[src/rtl/u16u8_pkg.sv]
// Shared types, constants and the UTF-8 encoder for the UTF-16BE to UTF-8 transcoder.
// Depends on nothing; every other file of the block imports it.
package u16u8_pkg;

    localparam int CMD_FIFO_DEPTH = 4;

    // One queued piece of work. It holds an optional flushed high surrogate that is
    // emitted first, and then an optional code point.
    typedef struct packed {
        logic        flush_vld;
        logic [9:0]  flush_bits;
        logic        unit_vld;
        logic [20:0] code_pt;
    } cmd_t;

    typedef struct packed {
        logic [3:0][7:0] b;
        logic [2:0]      len;
    } enc_t;

    function automatic enc_t utf8_enc(input logic [20:0] cp);
        enc_t e;
        e = '0;
        if (cp < 21'h80) begin
            e.b[0] = {1'b0, cp[6:0]};
            e.len  = 3'd1;
        end else if (cp < 21'h800) begin
            e.b[0] = {3'b110, cp[10:6]};
            e.b[1] = {2'b10, cp[5:0]};
            e.len  = 3'd2;
        end else if (cp < 21'h10000) begin
            e.b[0] = {4'b1110, cp[15:12]};
            e.b[1] = {2'b10, cp[11:6]};
            e.b[2] = {2'b10, cp[5:0]};
            e.len  = 3'd3;
        end else begin
            e.b[0] = {5'b11110, cp[20:18]};
            e.b[1] = {2'b10, cp[17:12]};
            e.b[2] = {2'b10, cp[11:6]};
            e.b[3] = {2'b10, cp[5:0]};
            e.len  = 3'd4;
        end
        return e;
    endfunction

endpackage

[src/rtl/u16u8_front.sv]
// Front end: pairs input bytes into UTF-16 units and resolves surrogate pairs.
// Depends on u16u8_pkg; hands one command per productive item to the queue.
module u16u8_front (
    input  logic              aclk,
    input  logic              aresetn,
    input  logic              in_take,
    input  logic [7:0]        in_byte,
    input  logic              in_last,
    output logic              push,
    output u16u8_pkg::cmd_t   cmd
);
    import u16u8_pkg::*;

    logic       pend_reg, pend_next;
    logic [7:0] pend_byte_reg, pend_byte_next;
    logic       held_reg, held_next;
    logic [9:0] held_bits_reg, held_bits_next;
    logic [15:0] unit;
    logic        is_hi, is_lo;

    assign unit  = {pend_byte_reg, in_byte};
    assign is_hi = (unit[15:10] == 6'b110110);
    assign is_lo = (unit[15:10] == 6'b110111);

    always_comb begin
        pend_next      = pend_reg;
        pend_byte_next = pend_byte_reg;
        held_next      = held_reg;
        held_bits_next = held_bits_reg;
        cmd            = '0;
        cmd.flush_bits = held_bits_reg;
        if (in_take) begin
            if (!pend_reg) begin
                pend_next      = 1'b1;
                pend_byte_next = in_byte;
                cmd.flush_vld  = held_reg && in_last;
            end else begin
                pend_next = 1'b0;
                if (held_reg && is_lo) begin
                    // The offset 0x10000 plus the twenty surrogate payload bits.
                    cmd.unit_vld = 1'b1;
                    cmd.code_pt  = {1'b0, held_bits_reg, unit[9:0]} + 21'h10000;
                    held_next    = 1'b0;
                end else begin
                    cmd.flush_vld = held_reg;
                    if (is_hi && !in_last) begin
                        held_next      = 1'b1;
                        held_bits_next = unit[9:0];
                    end else begin
                        held_next    = 1'b0;
                        cmd.unit_vld = 1'b1;
                        cmd.code_pt  = {5'b0, unit};
                    end
                end
            end
            if (in_last) begin
                pend_next = 1'b0;
                held_next = 1'b0;
            end
        end
    end

    assign push = cmd.flush_vld || cmd.unit_vld;

    always_ff @(posedge aclk) begin
        if (!aresetn) begin
            pend_reg <= 1'b0;
            held_reg <= 1'b0;
        end else begin
            pend_reg <= pend_next;
            held_reg <= held_next;
        end
        pend_byte_reg <= pend_byte_next;
        held_bits_reg <= held_bits_next;
    end

endmodule

[src/rtl/u16u8_fifo.sv]
// Short command queue between the front end and the byte emitter.
// Depends on u16u8_pkg for the command type.
module u16u8_fifo #(
    parameter int Depth = u16u8_pkg::CMD_FIFO_DEPTH
) (
    input  logic              aclk,
    input  logic              aresetn,
    input  logic              push,
    input  u16u8_pkg::cmd_t   push_cmd,
    input  logic              pop,
    output u16u8_pkg::cmd_t   head_cmd,
    output logic              empty,
    output logic              full
);
    import u16u8_pkg::*;

    localparam int PtrW = (Depth > 1) ? $clog2(Depth) : 1;
    localparam int CntW = $clog2(Depth + 1);

    cmd_t            mem_reg [Depth];
    logic [PtrW-1:0] wr_ptr_reg, wr_ptr_next;
    logic [PtrW-1:0] rd_ptr_reg, rd_ptr_next;
    logic [CntW-1:0] cnt_reg, cnt_next;

    assign empty    = (cnt_reg == '0);
    assign full     = (cnt_reg == CntW'(Depth));
    assign head_cmd = mem_reg[rd_ptr_reg];

    always_comb begin
        wr_ptr_next = wr_ptr_reg;
        rd_ptr_next = rd_ptr_reg;
        cnt_next    = cnt_reg;
        if (push) begin
            wr_ptr_next = (wr_ptr_reg == PtrW'(Depth - 1)) ? '0 : wr_ptr_reg + 1'b1;
        end
        if (pop) begin
            rd_ptr_next = (rd_ptr_reg == PtrW'(Depth - 1)) ? '0 : rd_ptr_reg + 1'b1;
        end
        if (push && !pop) begin
            cnt_next = cnt_reg + 1'b1;
        end else if (pop && !push) begin
            cnt_next = cnt_reg - 1'b1;
        end
    end

    always_ff @(posedge aclk) begin
        if (!aresetn) begin
            wr_ptr_reg <= '0;
            rd_ptr_reg <= '0;
            cnt_reg    <= '0;
        end else begin
            wr_ptr_reg <= wr_ptr_next;
            rd_ptr_reg <= rd_ptr_next;
            cnt_reg    <= cnt_next;
        end
        if (push) begin
            mem_reg[wr_ptr_reg] <= push_cmd;
        end
    end

    a_no_overflow: assert property (@(posedge aclk) disable iff (!aresetn)
        push |-> !full)
        else $error("command queue written while full");

    a_no_underflow: assert property (@(posedge aclk) disable iff (!aresetn)
        pop |-> !empty)
        else $error("command queue read while empty");

    a_count_track: assert property (@(posedge aclk) disable iff (!aresetn)
        (push && !pop) |=> (cnt_reg == $past(cnt_reg) + 1'b1))
        else $error("queue count does not follow a lone write");

endmodule

[src/rtl/u16u8_back.sv]
// Back end: expands a queued command into UTF-8 bytes and sends them one per cycle while m_tready is high.
// Depends on u16u8_pkg for the command type and the encoder function.
module u16u8_back (
    input  logic              aclk,
    input  logic              aresetn,
    input  u16u8_pkg::cmd_t   head_cmd,
    input  logic              head_vld,
    output logic              pop,
    output logic              m_tvalid,
    input  logic              m_tready,
    output logic [7:0]        m_tdata,
    output logic              m_tlast
);
    import u16u8_pkg::*;

    localparam int BufLen = 7;

    logic [7:0] bytes_reg [BufLen];
    logic [7:0] ld_bytes  [BufLen];
    logic [2:0] remain_reg, remain_next;
    logic [2:0] ld_len;
    logic       take_out;
    enc_t       fenc, uenc;

    assign fenc = utf8_enc({5'b0, 6'b110110, head_cmd.flush_bits});
    assign uenc = utf8_enc(head_cmd.code_pt);

    // A flushed high surrogate always takes three bytes ahead of the unit's bytes.
    always_comb begin
        ld_len = (head_cmd.flush_vld ? 3'd3 : 3'd0)
               + (head_cmd.unit_vld ? uenc.len : 3'd0);
        if (head_cmd.flush_vld) begin
            ld_bytes[0] = fenc.b[0];
            ld_bytes[1] = fenc.b[1];
            ld_bytes[2] = fenc.b[2];
            ld_bytes[3] = uenc.b[0];
            ld_bytes[4] = uenc.b[1];
            ld_bytes[5] = uenc.b[2];
            ld_bytes[6] = uenc.b[3];
        end else begin
            ld_bytes[0] = uenc.b[0];
            ld_bytes[1] = uenc.b[1];
            ld_bytes[2] = uenc.b[2];
            ld_bytes[3] = uenc.b[3];
            ld_bytes[4] = 8'h00;
            ld_bytes[5] = 8'h00;
            ld_bytes[6] = 8'h00;
        end
    end

    assign m_tvalid = (remain_reg != 3'd0);
    assign m_tdata  = bytes_reg[0];
    assign m_tlast  = (remain_reg == 3'd1);
    assign take_out = m_tvalid && m_tready;
    assign pop      = head_vld && ((remain_reg == 3'd0) || (m_tlast && take_out));

    always_comb begin
        remain_next = remain_reg;
        if (pop) begin
            remain_next = ld_len;
        end else if (take_out) begin
            remain_next = remain_reg - 3'd1;
        end
    end

    always_ff @(posedge aclk) begin
        if (!aresetn) begin
            remain_reg <= 3'd0;
        end else begin
            remain_reg <= remain_next;
        end
        if (pop) begin
            bytes_reg <= ld_bytes;
        end else if (take_out) begin
            for (int i = 0; i < BufLen - 1; i++) begin
                bytes_reg[i] <= bytes_reg[i + 1];
            end
            bytes_reg[BufLen - 1] <= 8'h00;
        end
    end

    a_cmd_nonempty: assert property (@(posedge aclk) disable iff (!aresetn)
        pop |-> (ld_len != 3'd0))
        else $error("queued command expands to no bytes");

endmodule

[src/rtl/utf16be_to_utf8_transcoder.sv]
// UTF-16BE to UTF-8 transcoder: takes one byte per item and sends one UTF-8 byte per item.
// Path: when the emitter is idle, a code unit's command is written into the command queue at the
// edge that accepts the input byte completing it, then loaded into the emitter's byte buffer.
// Throughput: one input item per cycle while the command queue has room; the byte
// emitter sends one output item per cycle while m_tready is high, which sets the sustained rate.
// Reset (aresetn low, synchronous) clears pairing state, the queue and the emitter.
module utf16be_to_utf8_transcoder #(
    parameter int CmdDepth = u16u8_pkg::CMD_FIFO_DEPTH
) (
    input  logic       aclk,
    input  logic       aresetn,
    input  logic       s_tvalid,
    output logic       s_tready,
    input  logic [7:0] s_tdata,   // [7:0] data_byte
    input  logic       s_tlast,   // string_last
    output logic       m_tvalid,
    input  logic       m_tready,
    output logic [7:0] m_tdata,   // [7:0] out_byte
    output logic       m_tlast    // run_end
);
    import u16u8_pkg::*;

    logic in_take, push, pop, q_empty, q_full;
    cmd_t push_cmd, head_cmd;

    assign s_tready = !q_full;
    assign in_take  = s_tvalid && s_tready;

    u16u8_front u_front (
        .aclk    (aclk),
        .aresetn (aresetn),
        .in_take (in_take),
        .in_byte (s_tdata),
        .in_last (s_tlast),
        .push    (push),
        .cmd     (push_cmd)
    );

    u16u8_fifo #(
        .Depth (CmdDepth)
    ) u_fifo (
        .aclk     (aclk),
        .aresetn  (aresetn),
        .push     (push),
        .push_cmd (push_cmd),
        .pop      (pop),
        .head_cmd (head_cmd),
        .empty    (q_empty),
        .full     (q_full)
    );

    u16u8_back u_back (
        .aclk     (aclk),
        .aresetn  (aresetn),
        .head_cmd (head_cmd),
        .head_vld (!q_empty),
        .pop      (pop),
        .m_tvalid (m_tvalid),
        .m_tready (m_tready),
        .m_tdata  (m_tdata),
        .m_tlast  (m_tlast)
    );

endmodule
[config.mk]
export PLATFORM = sky130hd
export DESIGN_NAME = utf16be_to_utf8_transcoder
export DESIGN_NICKNAME = d
export VERILOG_FILES = /design/src/rtl/u16u8_pkg.sv /design/src/rtl/u16u8_front.sv /design/src/rtl/u16u8_fifo.sv /design/src/rtl/u16u8_back.sv /design/src/rtl/utf16be_to_utf8_transcoder.sv
export SDC_FILE = /design/constraint.sdc
export NUM_CORES = 1
export LEC_CHECK = 0
export ABC_AREA = 1
export BUFFER_PORTS_ARGS = -buffer_cell sky130_fd_sc_hd__buf_4
export CELL_PAD_IN_SITES_DETAIL_PLACEMENT = 0
export CELL_PAD_IN_SITES_GLOBAL_PLACEMENT = 1
export CORE_MARGIN = 10
export CORE_UTILIZATION = 41
export DETAILED_ROUTE_END_ITERATION = 8
export MAX_ROUTING_LAYER = met4
export PLACE_DENSITY = 0.77
export SLEW_MARGIN = 20
export SYNTH_ARGS = -nofsm -noshare
export SYNTH_HDL_FRONTEND = slang
export SYNTH_SLANG_ARGS = --single-unit
export TNS_END_PERCENT = 10
[constraint.sdc]
create_clock -name aclk -period 3.9 [get_ports aclk]
set_clock_uncertainty 0.2 [all_clocks]
set_input_delay 0.78 -clock aclk [delete_from_list [all_inputs] [get_ports aclk]]
set_output_delay 0.78 -clock aclk [all_outputs]
set_load 0.02 [all_outputs]
== Word level (Yosys, flattened, before mapping) ==
Memories as Yosys holds them, arrays and structs flattened. A register that Yosys moved wholly into a read port is not among the register bits.
Index checks and enable logic that the tools add are counted.

* Add/subtract/negate cells: 7
* Multiply operators: 0
* Divide/modulo/power cells: 0
* Order comparisons: 3
* Equal/unequal tests: 6
* Shifts and indexed selects: 0
* Multiplexer cells: 34
* Bitwise operators: 2
* Reductions and logical operators: 25

{| class="wikitable"
|+ Operators by type and width
! operator !! count
|-
| $mux 56 || 3
|-
| $mux 22 || 4
|-
| $mux 25 || 1
|-
| $mux 24 || 1
|-
| $add 20x17->21 const B || 1
|-
| $lt 21x12->1 const B || 1
|-
| $lt 21x17->1 const B || 1
|-
| $lt 21x8->1 const B || 1
|-
| $mux 19 || 1
|-
| $mux 16 || 1
|-
| $mux 3 || 5
|-
| $eq 6x6->1 const B || 2
|-
| $mux 1 || 11
|-
| $mux 11 || 1
|-
| $mux 2 || 5
|-
| $logic_and 1x1->1 || 9
|-
| $mux 8 || 1
|-
| $logic_not 3->1 || 2
|-
| $reduce_bool 2->1 || 3
|-
| $sub 3x1->3 const B || 2
|-
| $logic_not 1->1 || 5
|-
| $add 2x1->2 const B || 2
|-
| $eq 2x2->1 const B || 2
|-
| $reduce_and 2->1 || 2
|-
| other kinds (8) || 10
|}

* Flip-flop bits (word level): 86
* Latch bits: 0
* Bits in writable memories: 132
* Memory bits (read-only): 0
* Bits of input ports: 13
* Output and inout port bits: 11
* Memories: 1

{| class="wikitable"
|+ Memory list
! name !! depth !! bits a word !! read ports !! clocked after Yosys merged registers in !! wr ports !! RTL line !! source
|-
| u_fifo.mem_reg || 4 || 33 || 1 || 1 || 1 || u16u8_fifo.sv:20 || <nowiki>cmd_t mem_reg [Depth];</nowiki>
|}

== Depth between registers and ports, before layout ==
* Word-level depth: 11
* Mapped depth: 19
* Gate-level depth less buffers: 18

== Modules after synthesis ==
Synthesis repeated with hierarchy kept, for this count alone.

* Cell total of the unflattened synthesis: 865
* Area, all modules: 9630.5 um^2

{| class="wikitable"
|+ By module, submodules not included
! module !! instances !! cells an instance !! area an instance (um^2) !! seq. area each (um^2)
|-
| u16u8_fifo || 1 || 378 || 5378.9 || 4144.0
|-
| u16u8_back || 1 || 376 || 3210.6 || 1651.6
|-
| u16u8_front || 1 || 107 || 1023.5 || 580.6
|-
| utf16be_to_utf8_transcoder || 1 || 4 || 17.5 || 0.0
|}

== Least setup slack after synthesis ==
Ideal clock, no wire load.

* Path type: input port to flip-flop
* Start: in s_tvalid
* End: mem u_fifo.mem_reg[0][0] (netlist bit), enable pin
* Setup time: 423 ps
* Data arrival time: 2808 ps
* Path slack: 468 ps
* Stages on the path: 6
* Path buffers: 0
* Cell sequence: nand2_1 -> inv_1 -> nand2_1 -> nor2_1 -> nor2_1 -> nor2_1

{| class="wikitable"
|+ RTL lines
! what !! RTL line !! source
|-
| from (decl) || utf16be_to_utf8_transcoder.sv:12 || <nowiki>input logic s_tvalid,</nowiki>
|-
| to (decl) || u16u8_fifo.sv:20 ||
|}

==> flow_summary_export.csv <==
group,metric,value,unit
synthesis,ys.warnings.count,0,
floorplanning,initial_utilization,41.8,%
clock_network,post_cts.repair.setup_buffers,0,
clock_network,clock_insertion_delay_at_the_later_pin_of_the_skew_report,0.51,ns
timing,rsz0062_at_grt,"false",
clock_network,worst_setup_hold_path_clk_slew,0.06,ns
status,outcome,"finished, final reports clean",
placed_design,placed_cells_incl_taps,1187,
timing,finalHoldViolations,0,
synthesis,netlist-cell-type-count,39,
clock_network,cts_buffers,23,
final_layout,ant_cells,0,
synthesis,synth_fp_nets,906,
synthesis,synth.yosys.seq_area_share,66.9,%
floorplanning,floorplan.die.width,172,µm
timing,highest_attainable_clock_frequency,324,MHz
synthesis,top_post_synthesis_cells_by_area,"edfxtp_1 64%, nand2_1 9.4%, nand3_1 3.7%",
synthesis,asyncSetResetFlopFracSynth,0,%
final_layout,layout_area_growth_over_synthesis,13.0,%
timing,setup-tns-final,0,ns
timing,maxSlewHeadroom,44.6,%
placed_design,placer_congestion_estimate,0.818,
global_route,groute.usage.overall,14.7,%
synthesis,post_synth.cell_area_avg,10.8,µm²
timing,slew_viol_final,0,
clock_network,clock_sink_count,217,
synthesis,synth_area,9530,µm²
floorplanning,fp.dieArea,29700,µm²
power,ir_drop,0.385,mV
route,first_pass_iters,5,
route,drt_first_iter_violations,530,
worst_setup_path,path_max_fanout,66,
floorplanning,dieHeight,172,µm
synthesis,syn-instance-count,880,
final_layout,mostFrequentLayoutCells,"237 x nand2_1, 203 x edfxtp_1, 79 x inv_1, 75 x nor2_1, 71 x nand3_1",
timing,worst-slew-pin-transition,0.828,ns
floorplanning,core_region_area,22800,µm²
synthesis,postSynthRegisterBits,217,
timing,final.period_utilization,79.2,%
route,detailroute.via_count,6075,
job,cap_viol_max_count,0,
power,power.density_cell_area,744,nW/µm²
final_layout,finish.net_count,925,
route,routed_wirelength,20.6,mm
worst_setup_path,critical_path.endpoint_type,"flop",
synthesis,ys.flop_type,"edfxtp_1",
route,drt_drc_violations_left,0,
timing,period_minus_slack,3.09,ns
route,detail_route.wl_per_cell,16.8,µm
final_layout,layout-drive-gt1-share,11.5,%
global_route,grt_max_degree,67,
clock_network,htree_levels,1,
route,drtAntennaViolNets,0,
final_layout,mostFrequentLayoutCell,"nand2_1",
final_layout,multi_input_area,2590,µm²
synthesis,synth_top_cell_by_area,"edfxtp_1",
synthesis,synth_top_area_share,64.0,%
placed_design,dpl.hpwl,13.3,mm
synthesis,synth_enable_flop_cells,203,
worst_setup_path,worst_ep_arrival_time,3.29,ns
route,vias_per_cell,4.95,
timing,setup_violations,0,
clock_network,hold_buffers,0,
floorplanning,num_io_pins,24,
global_route,grt_pass1_vias,6047,
global_route,grt_antenna_before_repair,0,
worst_setup_path,critPathKind,"reg2reg",
clock_network,tritoncts,"built",
worst_setup_path,start_kind,"flop",
floorplanning,floorplan.rows,55,
placed_design,total_of_buffers_placed_on_input_and_output_ports,23,
final_layout,layout.cells.non_filler,1228,
min_path,min-delay-path-class,"reg2reg",
clock_network,post_cts.resized_instances,0,
final_layout,seqCellArea,6380,µm²
clock_network,clock_tree.buffer_depth,3,
worst_setup_path,endpoint_required_time_on_the_critical_path,4.10,ns
final_layout,largest_reg_flops,132,
final_layout,fillers,2113,
clock_network,clock_tree.root_cell,"clkbuf_16",
global_route,gr-total-overflow,0,
global_route,grt_pass1_wl,33.3,mm
power,power_leakage,4.19,nW
-- synth_stat cells (all sizes together), types with 4 or more instances --
master and count:
inv 87, a21oi 17, ha 11, o211ai 4
clkbuf 12, nor2 88, a32oi 5, o22ai 18
nand2 243, dfxtp 14, nand3 71, a22o 4
buf 31, o21ai 52, edfxtp 203
-- final cells by class --
type / count / area share, %
inverters: 87 / 3.05
multi-input cells: 533 / 24.0
well taps: 313 / 3.63
clock buffers: 32 / 5.93
clock inverters: 9 / 1.13
flip-flops and latches: 217 / 59.2
repair buffers: 37 / 3.04
-- power by group --
part           total (mW)  switching (mW)  internal, mW
Combinational        2.49            1.73         0.768
Clock                2.20           0.859          1.34
Sequential           3.32           0.130          3.19
-- worst max-delay path: stages (launching register included) --
cell	delay [ns]
dfxtp_2	0.34
inv_2	0.06
buf_12	0.26
nand2_1	0.09
nand3_1	0.10
nand2_1	0.11
nand3_1	0.14
nor2_4	0.07
nor2_4	0.22
inv_2	0.11
a21boi_0	0.17
ha_1	0.17
inv_1	0.05
fa_1	0.47
nor2_1	0.04
o311ai_0	0.29
inv_1	0.06
-- cell families (layout without fill, tap and decap cells) --
kind of cell    after synthesis  count (layout)  share of synthesized area [%]
xor+xnor                      3               3                          0.276
flops                       217             217                           66.9
simple gates                411             411                           18.0
compound gates              106             106                           6.89
fa+ha+maj                    13              13                           1.86
buf+inv                     130             165                           6.08
-- final timing paths --
| kind | cells after the start | from | slack (ns) | end |
|---|---|---|---|---|
| setup / recovery | 16 | flop | 0.81 | u_back.remain_reg[1] |
| hold / removal | 0 | u_front.pend_byte_reg[1] | 0.25 | u_front.held_bits_reg[9] |
| setup reg to reg | 16 | flop | 0.81 | u_back.remain_reg[1] |
| hold reg to reg | 0 | u_front.pend_byte_reg[1] | 0.25 | u_front.held_bits_reg[9] |
-- layer usage --
metal | wire [µm] | track usage (%)
met5 | 0 | -
met4 | 374 | 3.52
met3 | 1070 | 2.33
met2 | 9370 | 22.6
met1 | 9790 | 20.0
-- stage by stage --
step                      instance area (µm²)  utilization (%)  setup slack (ns)  total power [mW]  hold WS [ns]
after floorplan                          9530                -             0.468              5.19         0.226
after global placement                  10000             44.0             0.810              5.84         0.238
after detailed placement                10000             44.0             0.726              5.88         0.247
after CTS                               10800             47.3             0.794              8.10         0.254
after global routing                    10800             47.3             0.502              8.55         0.257
final                                   10800             47.3             0.810              8.02         0.249
No activity file was read; power rests on OpenSTA's default activity.
